### config.mk
export PLATFORM = sky130hd
export DESIGN_NAME = low_quality_run_detector
export DESIGN_NICKNAME = d
export VERILOG_FILES = /design/src/hdl/lqrd_pkg.sv /design/src/hdl/lqrd_front.sv /design/src/hdl/lqrd_queue.sv /design/src/hdl/lqrd_back.sv /design/src/hdl/low_quality_run_detector.sv
export SDC_FILE = /design/constraint.sdc
export NUM_CORES = 1
export LEC_CHECK = 0
export BUFFER_PORTS_ARGS = -buffer_cell sky130_fd_sc_hd__buf_4
export CAP_MARGIN = 20
export CORE_AREA = 2 2 268 270
export CTS_CLUSTER_SIZE = 20
export DETAILED_ROUTE_END_ITERATION = 10
export DIE_AREA = 0 0 270 272
export PLACE_DENSITY = 0.7
export SYNTH_ARGS = -nofsm -noshare
export SYNTH_HDL_FRONTEND = slang
export SYNTH_SLANG_ARGS = --single-unit
### constraint.sdc
create_clock -name clk -period 7.49 [get_ports clk]
set_input_delay 1.498 -clock clk [delete_from_list [all_inputs] [get_ports clk]]
set_output_delay 1.498 -clock clk [all_outputs]
set_load 0.02 [all_outputs]
### src/hdl/lqrd_pkg.sv
// Shared constants and types for the low-quality run detector.
// No dependencies; every other file refers to this package by scoped names.
package lqrd_pkg;

    // Track limits
    localparam int REGION_LIMIT = 32;
    localparam int MAX_BITCELLS = 1048576;

    // Field widths
    localparam int Q_W      = 16;
    localparam int NORM_W   = 16;
    localparam int IDX_W    = 20;
    localparam int REGION_W = 6;
    localparam int CFG_W    = 16;

    // Internal widths
    localparam int POS_W   = $clog2(MAX_BITCELLS + 1);
    localparam int LEN_W   = 21;
    localparam int SUM_W   = 37;
    localparam int CNT_W   = $clog2(REGION_LIMIT + 1);
    localparam int FIFO_DEPTH = 4;
    localparam int FIFO_AW    = $clog2(FIFO_DEPTH);

    // Normalization constants: (q + 10 dB) / 50 dB in Q8.8 to Q0.16
    localparam int NORM_OFFSET = 2560;
    localparam int NORM_SCALE  = 5243;
    localparam int NORM_SHIFT  = 10;

    // Configuration register indexes
    localparam logic REG_THRESHOLD = 1'b0;
    localparam logic REG_MIN_RUN   = 1'b1;

    // Reset values of the configuration registers
    localparam logic [CFG_W-1:0] THRESHOLD_RST = 16'd32768;
    localparam logic [CFG_W-1:0] MIN_RUN_RST   = 16'd16;

    // One pending result, passed from the run tracker to the divide back end
    typedef struct packed {
        logic                region_valid;
        logic [IDX_W-1:0]    start_index;
        logic [IDX_W-1:0]    end_index;
        logic [SUM_W-1:0]    run_sum;
        logic [LEN_W-1:0]    run_length;
        logic [REGION_W-1:0] region_number;
        logic                track_done;
    } desc_t;

endpackage

### src/hdl/lqrd_front.sv
// Front end of the run detector: normalizes samples and tracks low runs.
// Depends on lqrd_pkg; pushes result descriptors into lqrd_queue.
module lqrd_front (
    input  logic                          clk,
    input  logic                          rst_n,
    input  logic                          in_valid,
    output logic                          in_ready,
    input  logic signed [lqrd_pkg::Q_W-1:0] quality_db,
    input  logic                          last_sample,
    input  logic [lqrd_pkg::CFG_W-1:0]    threshold,
    input  logic [lqrd_pkg::CFG_W-1:0]    min_run,
    output logic                          push_valid,
    input  logic                          push_ready,
    output lqrd_pkg::desc_t               push_desc
);

    localparam logic [lqrd_pkg::POS_W-1:0] MAX_POS = lqrd_pkg::POS_W'(lqrd_pkg::MAX_BITCELLS);
    localparam logic [lqrd_pkg::IDX_W-1:0] LAST_IDX =
        lqrd_pkg::IDX_W'(lqrd_pkg::MAX_BITCELLS - 1);
    localparam logic [lqrd_pkg::CNT_W-1:0] MAX_CNT = lqrd_pkg::CNT_W'(lqrd_pkg::REGION_LIMIT);

    // Stage A: normalization
    logic                        a_valid_reg;
    logic [lqrd_pkg::NORM_W-1:0] a_norm_reg;
    logic                        a_last_reg;

    logic signed [lqrd_pkg::Q_W+1:0] v_sum;
    logic [lqrd_pkg::Q_W+12:0]       prod;
    logic [lqrd_pkg::Q_W+2:0]        scaled;
    logic [lqrd_pkg::NORM_W-1:0]     norm_next;
    logic                            b_fire;

    always_comb
    begin
        v_sum  = (lqrd_pkg::Q_W+2)'(quality_db) + (lqrd_pkg::Q_W+2)'(lqrd_pkg::NORM_OFFSET);
        prod   = (lqrd_pkg::Q_W+13)'(v_sum[lqrd_pkg::Q_W-1:0]) *
                 (lqrd_pkg::Q_W+13)'(lqrd_pkg::NORM_SCALE);
        scaled = prod[lqrd_pkg::Q_W+12:lqrd_pkg::NORM_SHIFT];
        if (v_sum[lqrd_pkg::Q_W+1] || (v_sum == '0))
        begin
            norm_next = '0;
        end
        else if (scaled[lqrd_pkg::Q_W+2:lqrd_pkg::NORM_W] != '0)
        begin
            norm_next = '1;
        end
        else
        begin
            norm_next = scaled[lqrd_pkg::NORM_W-1:0];
        end
    end

    assign in_ready = !a_valid_reg || b_fire;

    always_ff @(posedge clk or negedge rst_n)
    begin
        if (!rst_n)
        begin
            a_valid_reg <= 1'b0;
        end
        else if (in_ready)
        begin
            a_valid_reg <= in_valid;
        end
    end

    always_ff @(posedge clk)
    begin
        if (in_ready && in_valid)
        begin
            a_norm_reg <= norm_next;
            a_last_reg <= last_sample;
        end
    end

    // Stage B: run tracking
    logic                        in_run_reg,   in_run_next;
    logic [lqrd_pkg::IDX_W-1:0]  start_reg,    start_next;
    logic [lqrd_pkg::LEN_W-1:0]  len_reg,      len_next;
    logic [lqrd_pkg::SUM_W-1:0]  sum_reg,      sum_next;
    logic [lqrd_pkg::POS_W-1:0]  pos_reg,      pos_next;
    logic [lqrd_pkg::CNT_W-1:0]  regions_reg,  regions_next;

    logic                        pos_ok;
    logic                        low;
    logic                        room;
    logic                        brk_emit;
    logic                        end_emit;
    logic [lqrd_pkg::IDX_W-1:0]  cur_idx;
    logic [lqrd_pkg::IDX_W-1:0]  eot_idx;
    logic [lqrd_pkg::LEN_W-1:0]  min_len;
    logic [lqrd_pkg::CNT_W+lqrd_pkg::REGION_W-1:0] regions_ext;
    lqrd_pkg::desc_t             desc;

    assign b_fire = a_valid_reg && push_ready;

    always_comb
    begin
        pos_ok      = pos_reg < MAX_POS;
        cur_idx     = pos_reg[lqrd_pkg::IDX_W-1:0];
        eot_idx     = pos_ok ? cur_idx : LAST_IDX;
        low         = {1'b0, a_norm_reg} < {1'b0, threshold};
        room        = regions_reg < MAX_CNT;
        min_len     = lqrd_pkg::LEN_W'(min_run);
        regions_ext = {{lqrd_pkg::REGION_W{1'b0}}, regions_reg};

        in_run_next  = in_run_reg;
        start_next   = start_reg;
        len_next     = len_reg;
        sum_next     = sum_reg;
        pos_next     = pos_reg;
        brk_emit     = 1'b0;

        if (pos_ok)
        begin
            pos_next = pos_reg + 1'b1;
            if (low)
            begin
                start_next  = in_run_reg ? start_reg : cur_idx;
                len_next    = (in_run_reg ? len_reg : '0) + 1'b1;
                sum_next    = (in_run_reg ? sum_reg : '0) + lqrd_pkg::SUM_W'(a_norm_reg);
                in_run_next = 1'b1;
            end
            else
            begin
                // A high sample closes the open run
                brk_emit    = (pos_reg != '0) && in_run_reg && (len_reg >= min_len) && room;
                in_run_next = 1'b0;
                len_next    = '0;
                sum_next    = '0;
            end
        end

        end_emit = a_last_reg && !brk_emit && in_run_next && (len_next >= min_len) && room;

        desc = '0;
        desc.track_done = a_last_reg;
        if (brk_emit)
        begin
            desc.region_valid  = 1'b1;
            desc.start_index   = start_reg;
            desc.end_index     = cur_idx - 1'b1;
            desc.run_sum       = sum_reg;
            desc.run_length    = len_reg;
            desc.region_number = regions_ext[lqrd_pkg::REGION_W-1:0];
        end
        else if (end_emit)
        begin
            desc.region_valid  = 1'b1;
            desc.start_index   = start_next;
            desc.end_index     = eot_idx;
            desc.run_sum       = sum_next;
            desc.run_length    = len_next;
            desc.region_number = regions_ext[lqrd_pkg::REGION_W-1:0];
        end

        regions_next = regions_reg + lqrd_pkg::CNT_W'(brk_emit || end_emit);

        // End of track: clear all per-track state
        if (a_last_reg)
        begin
            in_run_next  = 1'b0;
            start_next   = '0;
            len_next     = '0;
            sum_next     = '0;
            pos_next     = '0;
            regions_next = '0;
        end
    end

    assign push_valid = b_fire && (brk_emit || a_last_reg);
    assign push_desc  = desc;

    always_ff @(posedge clk or negedge rst_n)
    begin
        if (!rst_n)
        begin
            in_run_reg  <= 1'b0;
            start_reg   <= '0;
            len_reg     <= '0;
            sum_reg     <= '0;
            pos_reg     <= '0;
            regions_reg <= '0;
        end
        else if (b_fire)
        begin
            in_run_reg  <= in_run_next;
            start_reg   <= start_next;
            len_reg     <= len_next;
            sum_reg     <= sum_next;
            pos_reg     <= pos_next;
            regions_reg <= regions_next;
        end
    end

endmodule

### src/hdl/lqrd_queue.sv
// Short descriptor queue between the run tracker and the divide back end.
// Depends on lqrd_pkg for the descriptor type and depth.
module lqrd_queue (
    input  logic            clk,
    input  logic            rst_n,
    input  logic            push_valid,
    output logic            push_ready,
    input  lqrd_pkg::desc_t push_desc,
    output logic            pop_valid,
    input  logic            pop_ready,
    output lqrd_pkg::desc_t pop_desc
);

    lqrd_pkg::desc_t                 mem [lqrd_pkg::FIFO_DEPTH];
    logic [lqrd_pkg::FIFO_AW-1:0]    wr_ptr_reg;
    logic [lqrd_pkg::FIFO_AW-1:0]    rd_ptr_reg;
    logic [lqrd_pkg::FIFO_AW:0]      count_reg;
    logic                            do_push;
    logic                            do_pop;

    assign push_ready = count_reg != (lqrd_pkg::FIFO_AW+1)'(lqrd_pkg::FIFO_DEPTH);
    assign pop_valid  = count_reg != '0;
    assign pop_desc   = mem[rd_ptr_reg];
    assign do_push    = push_valid && push_ready;
    assign do_pop     = pop_valid && pop_ready;

    always_ff @(posedge clk)
    begin
        if (do_push)
        begin
            mem[wr_ptr_reg] <= push_desc;
        end
    end

    always_ff @(posedge clk or negedge rst_n)
    begin
        if (!rst_n)
        begin
            wr_ptr_reg <= '0;
            rd_ptr_reg <= '0;
            count_reg  <= '0;
        end
        else
        begin
            if (do_push)
            begin
                wr_ptr_reg <= wr_ptr_reg + 1'b1;
            end
            if (do_pop)
            begin
                rd_ptr_reg <= rd_ptr_reg + 1'b1;
            end
            case ({do_push, do_pop})
                2'b10:   count_reg <= count_reg + 1'b1;
                2'b01:   count_reg <= count_reg - 1'b1;
                default: count_reg <= count_reg;
            endcase
        end
    end

endmodule

### src/hdl/lqrd_back.sv
// Back end of the run detector: divides run sum by length, holds the result.
// Depends on lqrd_pkg; pops descriptors from lqrd_queue.
module lqrd_back (
    input  logic                             clk,
    input  logic                             rst_n,
    input  logic                             pop_valid,
    output logic                             pop_ready,
    input  lqrd_pkg::desc_t                  pop_desc,
    output logic                             out_valid,
    input  logic                             out_ready,
    output logic                             region_valid,
    output logic [lqrd_pkg::IDX_W-1:0]       start_index,
    output logic [lqrd_pkg::IDX_W-1:0]       end_index,
    output logic [lqrd_pkg::NORM_W-1:0]      mean_quality,
    output logic [lqrd_pkg::REGION_W-1:0]    region_number,
    output logic                             track_done
);

    typedef enum logic [2:0] {
        ST_IDLE = 3'b001,
        ST_DIV  = 3'b010,
        ST_DONE = 3'b100
    } state_t;

    localparam int STEP_W = $clog2(lqrd_pkg::NORM_W);

    state_t                          state_reg, state_next;
    lqrd_pkg::desc_t                 hold_reg;
    logic [lqrd_pkg::LEN_W-1:0]      rem_reg;
    logic [lqrd_pkg::NORM_W-1:0]     dvd_reg;
    logic [lqrd_pkg::NORM_W-1:0]     quo_reg;
    logic [STEP_W-1:0]               step_reg;

    logic                            out_valid_reg;
    logic                            region_valid_reg;
    logic [lqrd_pkg::IDX_W-1:0]      start_index_reg;
    logic [lqrd_pkg::IDX_W-1:0]      end_index_reg;
    logic [lqrd_pkg::NORM_W-1:0]     avg_reg;
    logic [lqrd_pkg::REGION_W-1:0]   region_number_reg;
    logic                            track_done_reg;

    logic                            out_free;
    logic                            take_plain;
    logic                            take_region;
    logic                            load_div_out;
    logic [lqrd_pkg::LEN_W:0]        trial;
    logic [lqrd_pkg::LEN_W:0]        diff;
    logic                            q_bit;

    assign out_free     = !out_valid_reg || out_ready;
    assign take_plain   = (state_reg == ST_IDLE) && pop_valid && !pop_desc.region_valid
                          && out_free;
    assign take_region  = (state_reg == ST_IDLE) && pop_valid && pop_desc.region_valid;
    assign load_div_out = (state_reg == ST_DONE) && out_free;
    assign pop_ready    = take_plain || take_region;

    // One restoring step: shift in the next dividend bit, subtract if it fits
    always_comb
    begin
        trial = {rem_reg, dvd_reg[lqrd_pkg::NORM_W-1]};
        diff  = trial - {1'b0, hold_reg.run_length};
        q_bit = !diff[lqrd_pkg::LEN_W];
    end

    always_comb
    begin
        state_next = state_reg;
        unique case (state_reg)
            ST_IDLE:
            begin
                if (take_region)
                begin
                    state_next = ST_DIV;
                end
            end
            ST_DIV:
            begin
                if (step_reg == '0)
                begin
                    state_next = ST_DONE;
                end
            end
            ST_DONE:
            begin
                if (out_free)
                begin
                    state_next = ST_IDLE;
                end
            end
            default:
            begin
                state_next = ST_IDLE;
            end
        endcase
    end

    always_ff @(posedge clk or negedge rst_n)
    begin
        if (!rst_n)
        begin
            state_reg     <= ST_IDLE;
            out_valid_reg <= 1'b0;
        end
        else
        begin
            state_reg <= state_next;
            if (take_plain || load_div_out)
            begin
                out_valid_reg <= 1'b1;
            end
            else if (out_ready)
            begin
                out_valid_reg <= 1'b0;
            end
        end
    end

    always_ff @(posedge clk)
    begin
        if (take_region)
        begin
            // Sum is below length * 2^16, so its upper part is already below length
            hold_reg <= pop_desc;
            rem_reg  <= pop_desc.run_sum[lqrd_pkg::SUM_W-1:lqrd_pkg::NORM_W];
            dvd_reg  <= pop_desc.run_sum[lqrd_pkg::NORM_W-1:0];
            quo_reg  <= '0;
            step_reg <= STEP_W'(lqrd_pkg::NORM_W - 1);
        end
        else if (state_reg == ST_DIV)
        begin
            rem_reg  <= q_bit ? diff[lqrd_pkg::LEN_W-1:0] : trial[lqrd_pkg::LEN_W-1:0];
            dvd_reg  <= {dvd_reg[lqrd_pkg::NORM_W-2:0], 1'b0};
            quo_reg  <= {quo_reg[lqrd_pkg::NORM_W-2:0], q_bit};
            step_reg <= step_reg - 1'b1;
        end

        if (take_plain)
        begin
            region_valid_reg  <= 1'b0;
            start_index_reg   <= '0;
            end_index_reg     <= '0;
            avg_reg           <= '0;
            region_number_reg <= '0;
            track_done_reg    <= pop_desc.track_done;
        end
        else if (load_div_out)
        begin
            region_valid_reg  <= 1'b1;
            start_index_reg   <= hold_reg.start_index;
            end_index_reg     <= hold_reg.end_index;
            avg_reg           <= quo_reg;
            region_number_reg <= hold_reg.region_number;
            track_done_reg    <= hold_reg.track_done;
        end
    end

    assign out_valid      = out_valid_reg;
    assign region_valid   = region_valid_reg;
    assign start_index    = start_index_reg;
    assign end_index      = end_index_reg;
    assign mean_quality   = avg_reg;
    assign region_number  = region_number_reg;
    assign track_done     = track_done_reg;

endmodule

### src/hdl/low_quality_run_detector.sv
// Top level of the low-quality run detector: APB registers and the three parts.
// Depends on lqrd_pkg, lqrd_front, lqrd_queue and lqrd_back.
//
// Feed one bitcell quality sample (signed Q8.8 dB) per item; mark the final
// sample of a track with last_sample. Each sample is mapped to a Q0.16
// confidence, and runs of samples below threshold are tracked. A run of at
// least min_run samples yields one result item when a sample at or above
// threshold ends it, or at the end of the track; the last sample always yields
// a result with track_done set, and per-track state is then cleared. At most
// 32 regions are reported per track, and samples beyond index 1048575 are
// dropped. The front end takes one item per cycle while the queue has room,
// passing it through its normalize and track stages. Each reported region
// is handed to the back end, where a restoring divider works out the average
// one quotient bit per cycle, one region at a time. A four-entry queue
// between the two absorbs bursts, so input stalls only when regions come
// faster than the divider can drain them or when results back up at the
// output. Write threshold at byte address 0 and min_run at byte address 4,
// only while the block is idle.
module low_quality_run_detector (
    input  logic                               clk,
    input  logic                               rst_n,
    // Sample input
    input  logic                               in_valid,
    output logic                               in_ready,
    input  logic signed [lqrd_pkg::Q_W-1:0]    quality_db,
    input  logic                               last_sample,
    // Result output
    output logic                               out_valid,
    input  logic                               out_ready,
    output logic                               region_valid,
    output logic [lqrd_pkg::IDX_W-1:0]         start_index,
    output logic [lqrd_pkg::IDX_W-1:0]         end_index,
    output logic [lqrd_pkg::NORM_W-1:0]        mean_quality,
    output logic [lqrd_pkg::REGION_W-1:0]      region_number,
    output logic                               track_done,
    // Configuration
    input  logic                               psel,
    input  logic                               penable,
    input  logic                               pwrite,
    input  logic [2:0]                         paddr,
    input  logic [31:0]                        pwdata,
    output logic [31:0]                        prdata,
    output logic                               pready
);

    logic [lqrd_pkg::CFG_W-1:0] threshold_reg;
    logic [lqrd_pkg::CFG_W-1:0] min_run_reg;
    logic                       cfg_write;
    logic                       reg_sel;

    // Registers are word aligned; bit 2 picks the register
    assign reg_sel   = paddr[2];
    assign pready    = 1'b1;
    assign cfg_write = psel && penable && pwrite && pready;

    always_ff @(posedge clk or negedge rst_n)
    begin
        if (!rst_n)
        begin
            threshold_reg <= lqrd_pkg::THRESHOLD_RST;
            min_run_reg   <= lqrd_pkg::MIN_RUN_RST;
        end
        else if (cfg_write)
        begin
            unique case (reg_sel)
                lqrd_pkg::REG_THRESHOLD: threshold_reg <= pwdata[lqrd_pkg::CFG_W-1:0];
                lqrd_pkg::REG_MIN_RUN:   min_run_reg   <= pwdata[lqrd_pkg::CFG_W-1:0];
                default:                 threshold_reg <= threshold_reg;
            endcase
        end
    end

    // Read back, ignoring the low address bits and paddr[1:0]
    always_comb
    begin
        unique case (reg_sel)
            lqrd_pkg::REG_THRESHOLD: prdata = {16'h0000, threshold_reg};
            lqrd_pkg::REG_MIN_RUN:   prdata = {16'h0000, min_run_reg};
            default:                 prdata = '0;
        endcase
    end

    // Front end to queue
    logic            push_valid;
    logic            push_ready;
    lqrd_pkg::desc_t push_desc;

    // Queue to back end
    logic            pop_valid;
    logic            pop_ready;
    lqrd_pkg::desc_t pop_desc;

    lqrd_front u_front (
        .clk        (clk),
        .rst_n      (rst_n),
        .in_valid   (in_valid),
        .in_ready   (in_ready),
        .quality_db (quality_db),
        .last_sample(last_sample),
        .threshold  (threshold_reg),
        .min_run    (min_run_reg),
        .push_valid (push_valid),
        .push_ready (push_ready),
        .push_desc  (push_desc)
    );

    lqrd_queue u_queue (
        .clk        (clk),
        .rst_n      (rst_n),
        .push_valid (push_valid),
        .push_ready (push_ready),
        .push_desc  (push_desc),
        .pop_valid  (pop_valid),
        .pop_ready  (pop_ready),
        .pop_desc   (pop_desc)
    );

    lqrd_back u_back (
        .clk            (clk),
        .rst_n          (rst_n),
        .pop_valid      (pop_valid),
        .pop_ready      (pop_ready),
        .pop_desc       (pop_desc),
        .out_valid      (out_valid),
        .out_ready      (out_ready),
        .region_valid   (region_valid),
        .start_index    (start_index),
        .end_index      (end_index),
        .mean_quality   (mean_quality),
        .region_number  (region_number),
        .track_done     (track_done)
    );

endmodule
## Yosys cells after proc, flatten, opt, wreduce, memory -nomap -nowiden

Memories as Yosys holds them, arrays and structs flattened.
Index checks and enable logic that the tools add are counted.

- Flip-flop bits (word level): 356
- RAM bits: 424
- Memories: 1

Memories:

| memory | depth | width | rd ports | clocked after memory_dff | wr ports | RTL line | text |
|---|---|---|---|---|---|---|---|
| u_queue.mem | 4 | 106 | 1 | 0 | 1 | lqrd_queue.sv:14 | `lqrd_pkg::desc_t mem [lqrd_pkg::FIFO_DEPTH];` |

- $add $sub $neg: 12
- Multiply operators: 1
- Magnitude comparators: 5
- Equality and inequality tests: 9
- Muxes and demuxes: 41
- Bitwise logic cells: 1
- Reduce and logical (&&, ||, !) cells: 45

Operators by type and width:

| kind | number |
|---|---|
| two-way mux 105 bit | 2 |
| two-way mux 21 bit | 9 |
| two-way mux 37 bit | 4 |
| two-way mux 20 bit | 5 |
| case mux 32 bit (2 select lines) | 1 |
| two-way mux 16 bit | 3 |
| adder 21 x 1 -> 21 bit, second input constant | 2 |
| greater-or-equal comparator 21 x 16 -> 1 bit | 2 |
| adder 37 x 16 -> 37 bit | 1 |
| multiplier 16 x 13 -> 29 bit, second input constant | 1 |
| subtractor 22 x 21 -> 22 bit | 1 |
| less-than comparator 21 bit, second input constant | 1 |
| nonzero test 21 bit | 1 |
| subtractor 20 x 1 -> 20 bit, second input constant | 1 |
| logical AND 1 bit | 19 |
| zero test 18 bit | 1 |
| adder 16 x 13 -> 17 bit, second input constant | 1 |
| less-than comparator 16 bit | 1 |
| two-way mux 1 bit | 11 |
| nonzero test 2 bit | 5 |
| two-way mux 3 bit | 3 |
| case mux 3 bit (3 select lines) | 1 |
| logical OR 1 bit | 7 |
| adder 6 x 1 -> 6 bit | 1 |
| 20 further kinds | 30 |

## Longest topological paths before layout

Gate-level depths: netlist (run 1).

- Depth in word-level cells: 14
- Gate-level depth with buffers: 27
- Mapped depth without buffers: 26

## Modules after synthesis

A second synthesis (run 1) with hierarchy kept.

- Cell total of the unflattened synthesis: 3224
- Area total of the unflattened synthesis: 39960.8 um^2

Modules (own cells, without submodules):

| module | times used | cells each | area an instance (um^2) | sequential area each (um^2) |
|---|---|---|---|---|
| lqrd_queue | 1 | 591 | 15690.0 | 12907.4 |
| lqrd_front | 1 | 1743 | 14522.7 | 3188.1 |
| lqrd_back | 1 | 785 | 8147.8 | 4946.0 |
| low_quality_run_detector | 1 | 105 | 1600.3 | 803.3 |

## Least setup slack after synthesis (run 1)

Ideal clock, no wire load.

- Path type: input -> register
- Start point: in quality_db[9] (netlist bit)
- End point: reg u_front.a_norm_reg[15] (netlist bit), data pin
- Setup time: 0.254 ns
- Arrival time: 6.910 ns
- Slack: 0.325 ns
- Cell stages on the path: 19
- Path through: ha_1 -> xor2_1 -> inv_1 -> ha_1 -> fa_1 -> inv_1 -> fa_1 -> inv_1 -> fa_1 -> fa_1 -> ha_1 -> a2111o_1 -> a21o_1 -> a31oi_1 -> o21ai_0 -> a2111oi_0 -> o31ai_1 -> xor2_1 -> o21a_1

- Cells in the longest elaborated chain, start to end: 4

Ends and longest elaborated chain:

| element | RTL line | text |
|---|---|---|
| from (decl) | low_quality_run_detector.sv:25 | `input logic signed [lqrd_pkg::Q_W-1:0] quality_db,` |
| adder 16 x 13 -> 17 bit * | lqrd_front.sv:35 | `v_sum = (lqrd_pkg::Q_W+2)'(quality_db) + (lqrd_pkg::Q_W+2)'(lqrd_pkg::NORM_OFFSET);` |
| multiplier 16 x 13 -> 29 bit | lqrd_front.sv:36 | `prod = (lqrd_pkg::Q_W+13)'(v_sum[lqrd_pkg::Q_W-1:0]) *` |
| nonzero test 3 bit | lqrd_front.sv:43 | `else if (scaled[lqrd_pkg::Q_W+2:lqrd_pkg::NORM_W] != '0)` |
| two-way mux 16 bit | lqrd_front.sv:43 |  |
| to (signal assigned) | lqrd_front.sv:71 | `a_norm_reg <= norm_next;` |
| to (decl) | lqrd_front.sv:24 | `logic [lqrd_pkg::NORM_W-1:0] a_norm_reg;` |

Every way passes the cells marked *; elsewhere a longest branch is shown, timed or not.
A chain may end at the register's enable or synchronous reset.

## Worst setup path after layout (run 1)

Same ends and word-level chain as after synthesis.

==> results of run 1 <==
## where the power goes
| part | switching (mW) | total, mW | internal, mW |
|---|---|---|---|
| Sequential | 0.461 | 6.06 | 5.60 |
| Combinational | 3.99 | 6.81 | 2.82 |
| Clock | 1.71 | 4.05 | 2.35 |
| Total | 6.16 | 16.9 | 10.8 |
## cells in the mapped netlist, types with 11 or more instances
library cell / instances / area (sq um)
edfxtp_1: 547 / 16400
nand2_1: 393 / 1480
inv_1: 259 / 972
ha_1: 208 / 2600
a21oi_1: 155 / 776
dfrtp_1: 147 / 3680
o21ai_0: 141 / 706
clkbuf_1: 119 / 447
nor2_1: 109 / 409
mux4_2: 106 / 2390
a22o_1: 96 / 841
dfxtp_1: 83 / 1660
fa_1: 76 / 1520
xnor2_1: 59 / 517
nand3_1: 42 / 210
a21o_1: 36 / 270
mux2_2: 35 / 394
nor3_1: 32 / 160
and2_1: 31 / 194
o21a_1: 27 / 203
xor2_1: 27 / 236
a31oi_1: 26 / 163
nand4_1: 26 / 163
mux2i_1: 25 / 250
and3_1: 23 / 144
a32o_1: 22 / 220
buf_4: 17 / 128
nor4_1: 17 / 106
nor2b_1: 16 / 100
buf_1: 15 / 56.3
o21ai_1: 14 / 70.1
o22ai_1: 14 / 87.6
buf_2: 13 / 65.1
o21bai_1: 13 / 97.6
a211oi_1: 11 / 82.6
o31ai_1: 11 / 82.6
## stage by stage
stage | util | total power [mW]
2_1_floorplan | - | 11.0
3_3_place_gp | 0.582 | 12.7
3_5_place_dp | 0.582 | 13.0
4_1_cts | 0.620 | 17.0
5_1_grt | 0.621 | 18.0
6_report | 0.621 | 16.9
## metal layers
layer	global-route usage	vias up	part of all wire
met5	0	-	0
met4	0.0800	0	0.025
met3	0.0378	146	0.066
met2	0.414	893	0.49
met1	0.341	12900	0.42
li1	-	11700	-
## worst min path at each step
stage	from	end	slack, ns	cells after the start
global route	u_back.end_index[7]	u_back.end_index[7]	0.47	2
CTS	u_back.mean_quality[12]	u_back.mean_quality[12]	0.46	2
finish	u_back.mean_quality[12]	u_back.mean_quality[12]	0.46	2
floorplan	u_back.quo_reg[0]	u_back.mean_quality[0]	0.43	2
detailed placement	u_back.mean_quality[12]	u_back.mean_quality[12]	0.45	2
global placement	u_back.start_index[17]	u_back.start_index[17]	0.44	2
## cell type report
type                       instances  share of cell area
tap                              950              0.0270
inverter                         260              0.0223
clock buffer                     102              0.0490
timing repair buffer             197              0.0341
multi-input combinational       1939               0.358
antenna                            1           0.0000569
clock inverter                    46              0.0126
sequential                       780               0.497
## logic make-up (layout without fill, tap and decap cells)
kind of cell / after synthesis / in the layout / share of synthesized area
AOI/OAI and AO/OA: 646 / 646 / 0.111
xor gates and xnor gates: 86 / 86 / 0.0192
adders and majority gates: 284 / 284 / 0.105
buffers and inverters: 427 / 605 / 0.0435
DFF: 780 / 780 / 0.558
muxes: 167 / 167 / 0.0778
other: 2 / 22 / 0.000192
and+or+nand+nor: 735 / 735 / 0.0844
## worst max-delay path: stages
cell	delay, ns
buf_4	0.14
ha_1	0.24
xor2_1	0.21
inv_1	0.13
ha_1	0.34
fa_1	0.51
inv_1	0.05
fa_1	0.49
inv_1	0.05
fa_1	0.46
fa_1	0.49
ha_1	0.36
a2111o_1	0.38
a21o_1	0.17
a31oi_1	0.16
buf_4	0.16
o21ai_0	0.13
a2111oi_0	0.58
o31ai_1	0.16
xor2_1	0.17
o21a_1	0.17
==> metrics.md, run 1 <==
| Metric | Value |
|---|---|
| First-pass GRT wire length | 144,000 um |
| Cts hold-fix bufs | 0 |
| Synth Cell Area | between 0.03 and 0.04 sq mm |
| Multi-input logic area | 0.0157 sq mm |
| Inst Count DP | between 4k and 5k |
| DRC viols | 0 |
| RSZ-0062 raised after global routing | no |
| Fillers | 5,328 |
| Area Growth Syn to Fin | 12.3% |
| R2R cell count | 20 |
| Detail Route Antenna Nets | 0 |
| Initial antenna violation count | 1 |
| Max Cap Viol | 0 |
| PwrDens | 385 mW/mm^2 |
| Cells after synthesis | 3,127 |
| Crit Path Category | in -> reg |
| Die H | approximately 270 um |
| Initial Util | 0.553 |
| CP startpoint | quality_db[9] |
| Dpl hpwl | roughly 61,000 um |
| Std cell rows | 98 |
| Synth cell types | 86 |
| Largest net degree at the start of global routing | 94 |
| Status | finished clean |
| Clock buffer count from CTS | 80 |
| Nets | between 3k and 4k |
| Final hold viol count | 0 |
| Peak Freq | ~0.15 GHz |
| Post-Route WL | 91,000 um |
| CP endpoint kind | flip-flop |
| Worst path arrival time | ~7.1 ns |
| Peak supply drop | 0.278 mV |
| Hold Path Class | reg -> reg |
| Most common cell after layout, fill and taps aside | edfxtp_1 |
| Place WS | between 0.004 and 0.005 ns |
| Core Region | approximately 0.07 sq mm |
| R2R Path End | u_queue.mem[1][81] |
| Relative slew slack | 0.228 |
| Worst Setup EP | u_front.a_norm_reg[15] |
| Hold slack | roughly 0.46 ns |
| CTS tree | done |
| Main flop type after synthesis | edfxtp_1 |
| Max FO, Critical Path | 7 |
| Grt total ovfl | 0 |
| Die area | between 0.07 and 0.08 sq mm |
| Fin worst setup slack | around 0.84 ns |
| Synth warnings | 0 |
| FF+latch area | 0.0219 sq mm |
| CP Launch Type | input pin |
| Post-synth ARST share | 0.192 |
| Reg clk slew, reported paths | around 0.060 ns |
| Static Leak | between 15 and 20 nW |
| Vias/cell | between 5 and 6 |
| IO buf count | about 120 |
| # IOs | 158 |
| Clock Skews | between 0.03 and 0.04 ns |
| Tot GR Track Use | 0.249 |
| Slew Limit Fails | 0 |
| # clock sinks | just under 800 |
| GP Congestion | 0.893 |
| CTS max path bufs | 3 |
| Die width | 270 um |
| CTS resizes | 0 |
| Post-CTS Setup Bufs | 0 |
| Worst Tran Pin Value | between 1 and 1.5 ns |
| Setup tns final | 0 ns |
| Synth Area per Inst | about 13 sq um |
| Max FFs per register | roughly 420 |
| WL/cell | 21.3 um |
| Worst Path Required | ~8 ns |
| Post-DP Area | approximately 0.041 sq mm |
| Final period util | 0.887 |
| Layout Cells excl Fill | 4,275 |
| Vias in the first global route | between 20k and 30k |
| Most frequent cells in the layout | edfxtp_1 (547), nand2_1 (392), inv_1 (259) |
| H-tree depth | 3 |
| Final Critical Period | approximately 6.6 ns |
| Reg-to-Reg Start | u_front.a_norm_reg[9] |
| 1st-iter DRT viols | 2,262 |
| Total number of vias | 25.6k |
| Number of synthesized register bits | about 800 |
| Share of post-route cells with drive strength above 1 | 0.153 |
| Final Setup Violations | 0 |
| Flop2flop setup slack | 1.52 ns |
| Post-synth EDFFs | 547 |
| Root cell of the clock tree | clkbuf_16 |
| Initial DRT Pass Iterations | 6 |
| Clk_lat worst skew | between 0.6 and 0.7 ns |
| Seq/Total Area, Yosys | 0.558 |
| Final instance area | ~0.044 sq mm |
Power figures use the tool's default switching activity.
==> run 2: changes to the inputs <==
CORE_AREA = 2 2 299 242   (was 2 2 268 270)
DIE_AREA = 0 0 301 244   (was 0 0 270 272)
==> metrics.md, run 2 (synthesized netlist as in run 1, its figures left out) <==
| Metric | Value |
|---|---|
| PwrDens | roughly 380 mW/mm^2 |
| Clock Skews | ~0.029 ns |
| WL/cell | ~22 um |
| Root cell of the clock tree | clkbuf_16 |
| Sw Ratio | 0.357 |
| Clock buffer count from CTS | 78 |
| Dpl hpwl | 61,300 um |
| Peak Freq | 0.150 GHz |
| CTS tree | done |
| Post-Route WL | just over 90,000 um |
| Reg clk slew, reported paths | about 0.060 ns |
| Internal Dissipation | ~11 mW |
| Final instance area | between 0.04 and 0.05 sq mm |
| Area Growth Syn to Fin | 12.3% |
| Setup tns final | 0 ns |
| Clk pwr share | 0.240 |
| Die area | approximately 0.073 sq mm |
| Inst Count DP | slightly above 4k |
| Relative slew slack | 0.309 |
| Clk_lat worst skew | 0.63 ns |
| Final Critical Period | 6.66 ns |
| Final period util | 0.889 |
| Most frequent cells in the layout | edfxtp_1 (547), nand2_1 (391), inv_1 (259) |
| # IOs | 158 |
| Initial Util | 0.557 |
| Tot GR Track Use | 0.251 |
| Die H | 244 um |
| Std cell rows | 87 |
| Slowest Stage Delay on Critical Path | 0.57 ns |
| CP Launch Type | input pin |
| First-pass GRT wire length | 143,000 um |
| Detail Route Antenna Nets | 0 |
| Worst Path Required | around 7.9 ns |
| Static Leak | between 15 and 20 nW |
| # clock sinks | just under 800 |
| Nets | between 3k and 4k |
| Grt total ovfl | 0 |
| Final Setup Violations | 0 |
| Vias/cell | 5.97 |
| IO buf count | 122 |
| Worst path arrival time | around 7 ns |
| RSZ-0062 raised after global routing | no |
| DRC viols | 0 |
| Most common cell after layout, fill and taps aside | edfxtp_1 |
| Logic gate share of total power | 0.399 |
| Worst path slowest cell | a2111oi_0 |
| Worst Tran Pin Value | approximately 1.0 ns |
| Initial antenna violation count | 0 |
| Largest net degree at the start of global routing | 84 |
| Die width | between 300 and 400 um |
| Max FO, Critical Path | 4 |
| Max FFs per register | about 420 |
| Diodes inserted | 0 |
| GP Congestion | between 0.9 and 1 |
| Total number of vias | 25.3k |
| Peak supply drop | 0.307 mV |
| Initial DRT Pass Iterations | 6 |
| Crit-path most repeated cell | fa_1 |
| Status | finished clean |
| H-tree depth | 3 |
| CP Cell Sequence | buf_4, ha_1, xor2_1, inv_1, ha_1, fa_1, inv_1, fa_1, inv_1, fa_1, fa_1, ha_1, a2111o_1, a21o_1, a31oi_1, buf_4, o21ai_0, a2111oi_0, o31ai_1, xor2_1, o21a_1 |
| CTS max path bufs | 3 |
| Post-DP Area | a little over 0.04 sq mm |
| Vias in the first global route | roughly 26k |
| Slew Limit Fails | 0 |
| Flop2flop setup slack | 1.43 ns |
| Hold Path Class | reg -> reg |
| Share of post-route cells with drive strength above 1 | 0.151 |
| Crit Path Category | in -> reg |
| Max Cap Viol | 0 |
| Post-CTS Setup Bufs | 0 |
| Flop pwr share | 0.361 |
| CP endpoint kind | flip-flop |
| Sw Pwr | between 5 and 6 mW |
| 1st-iter DRT viols | slightly above 2k |
| Core Region | ~0.07 sq mm |
| CTS resizes | 0 |
| Final hold viol count | 0 |
| Cts hold-fix bufs | 0 |
| Layout Cells excl Fill | 4,246 |
-- run 2: cell types whose count changed in the layout (fill, tap and decap cells not counted), sizes merged --
| cell | change |
|---|---|
| bufinv | -1 |
| inv | +1 |
| clkinv | -6 |
| buf | -7 |
| clkinvlp | -5 |
| clkbuf | +6 |
| diode | -1 |
-- run 2: power by group through the flow --
stage | sequential (mW) | combinational [mW] | clock [mW]
final | 6.08 | 6.71 | 4.03
after global routing | 6.15 | 7.51 | 4.27
after CTS | 6.08 | 6.73 | 4.09
after detailed placement | 6.16 | 6.68 | 0
after global placement | 6.13 | 6.50 | 0
after floorplan | 5.93 | 5.09 | 0
-- run 2: metal layers --
layer | share of wire | global-route usage | vias to the layer above
met5 | 0 | 0 | -
met4 | 0.021 | 0.0654 | 0
met3 | 0.064 | 0.0449 | 144
met2 | 0.47 | 0.400 | 830
li1 | - | - | 11700
met1 | 0.44 | 0.359 | 12700
-- run 2: area by class of cell --
| type | count | area (sq um) |
|---|---|---|
| Sequential cell | 780 | 21900 |
| Multi-Input combinational cell | 1939 | 15700 |
| Clock inverter | 35 | 425 |
| Inverter | 260 | 978 |
| Tap cell | 934 | 1170 |
| Fill cell | 5259 | 26300 |
| Timing Repair Buffer | 189 | 1520 |
| Clock buffer | 109 | 2260 |
-- run 2: worst paths after layout --
path | from | endpoint | depth (start not counted)
min | u_back.mean_quality[6] | u_back.mean_quality[6] | 2
max in group asynchronous | rst_n | u_front.pos_reg[20] | 2
min in group asynchronous | rst_n | threshold_reg[13] | 1
min reg2reg | u_back.mean_quality[6] | u_back.mean_quality[6] | 2
max reg2reg | threshold_reg[9] | u_queue.mem[2][81] | 20
max | quality_db[9] | u_front.a_norm_reg[15] | 21
-- run 2: critical path: cells and delay by family --
family / cells / cell delay (ns)
compound gates: 7 / 1.71
buf+inv: 5 / 0.53
fa+ha+maj: 7 / 2.88
xor+xnor: 2 / 0.40
-- run 2: metrics by stage --
step / power [mW] / hold WS, ns / worst slack [ns] / utilization
finish: 16.8 / 0.456 / 0.832 / 0.626
global route: 17.9 / 0.476 / 0.493 / 0.626
CTS: 16.9 / 0.455 / 0.672 / 0.625
detailed placement: 12.8 / 0.447 / 0.0780 / 0.586
global placement: 12.6 / 0.443 / 0.106 / 0.586
floorplan: 11.0 / 0.432 / 0.325 / -
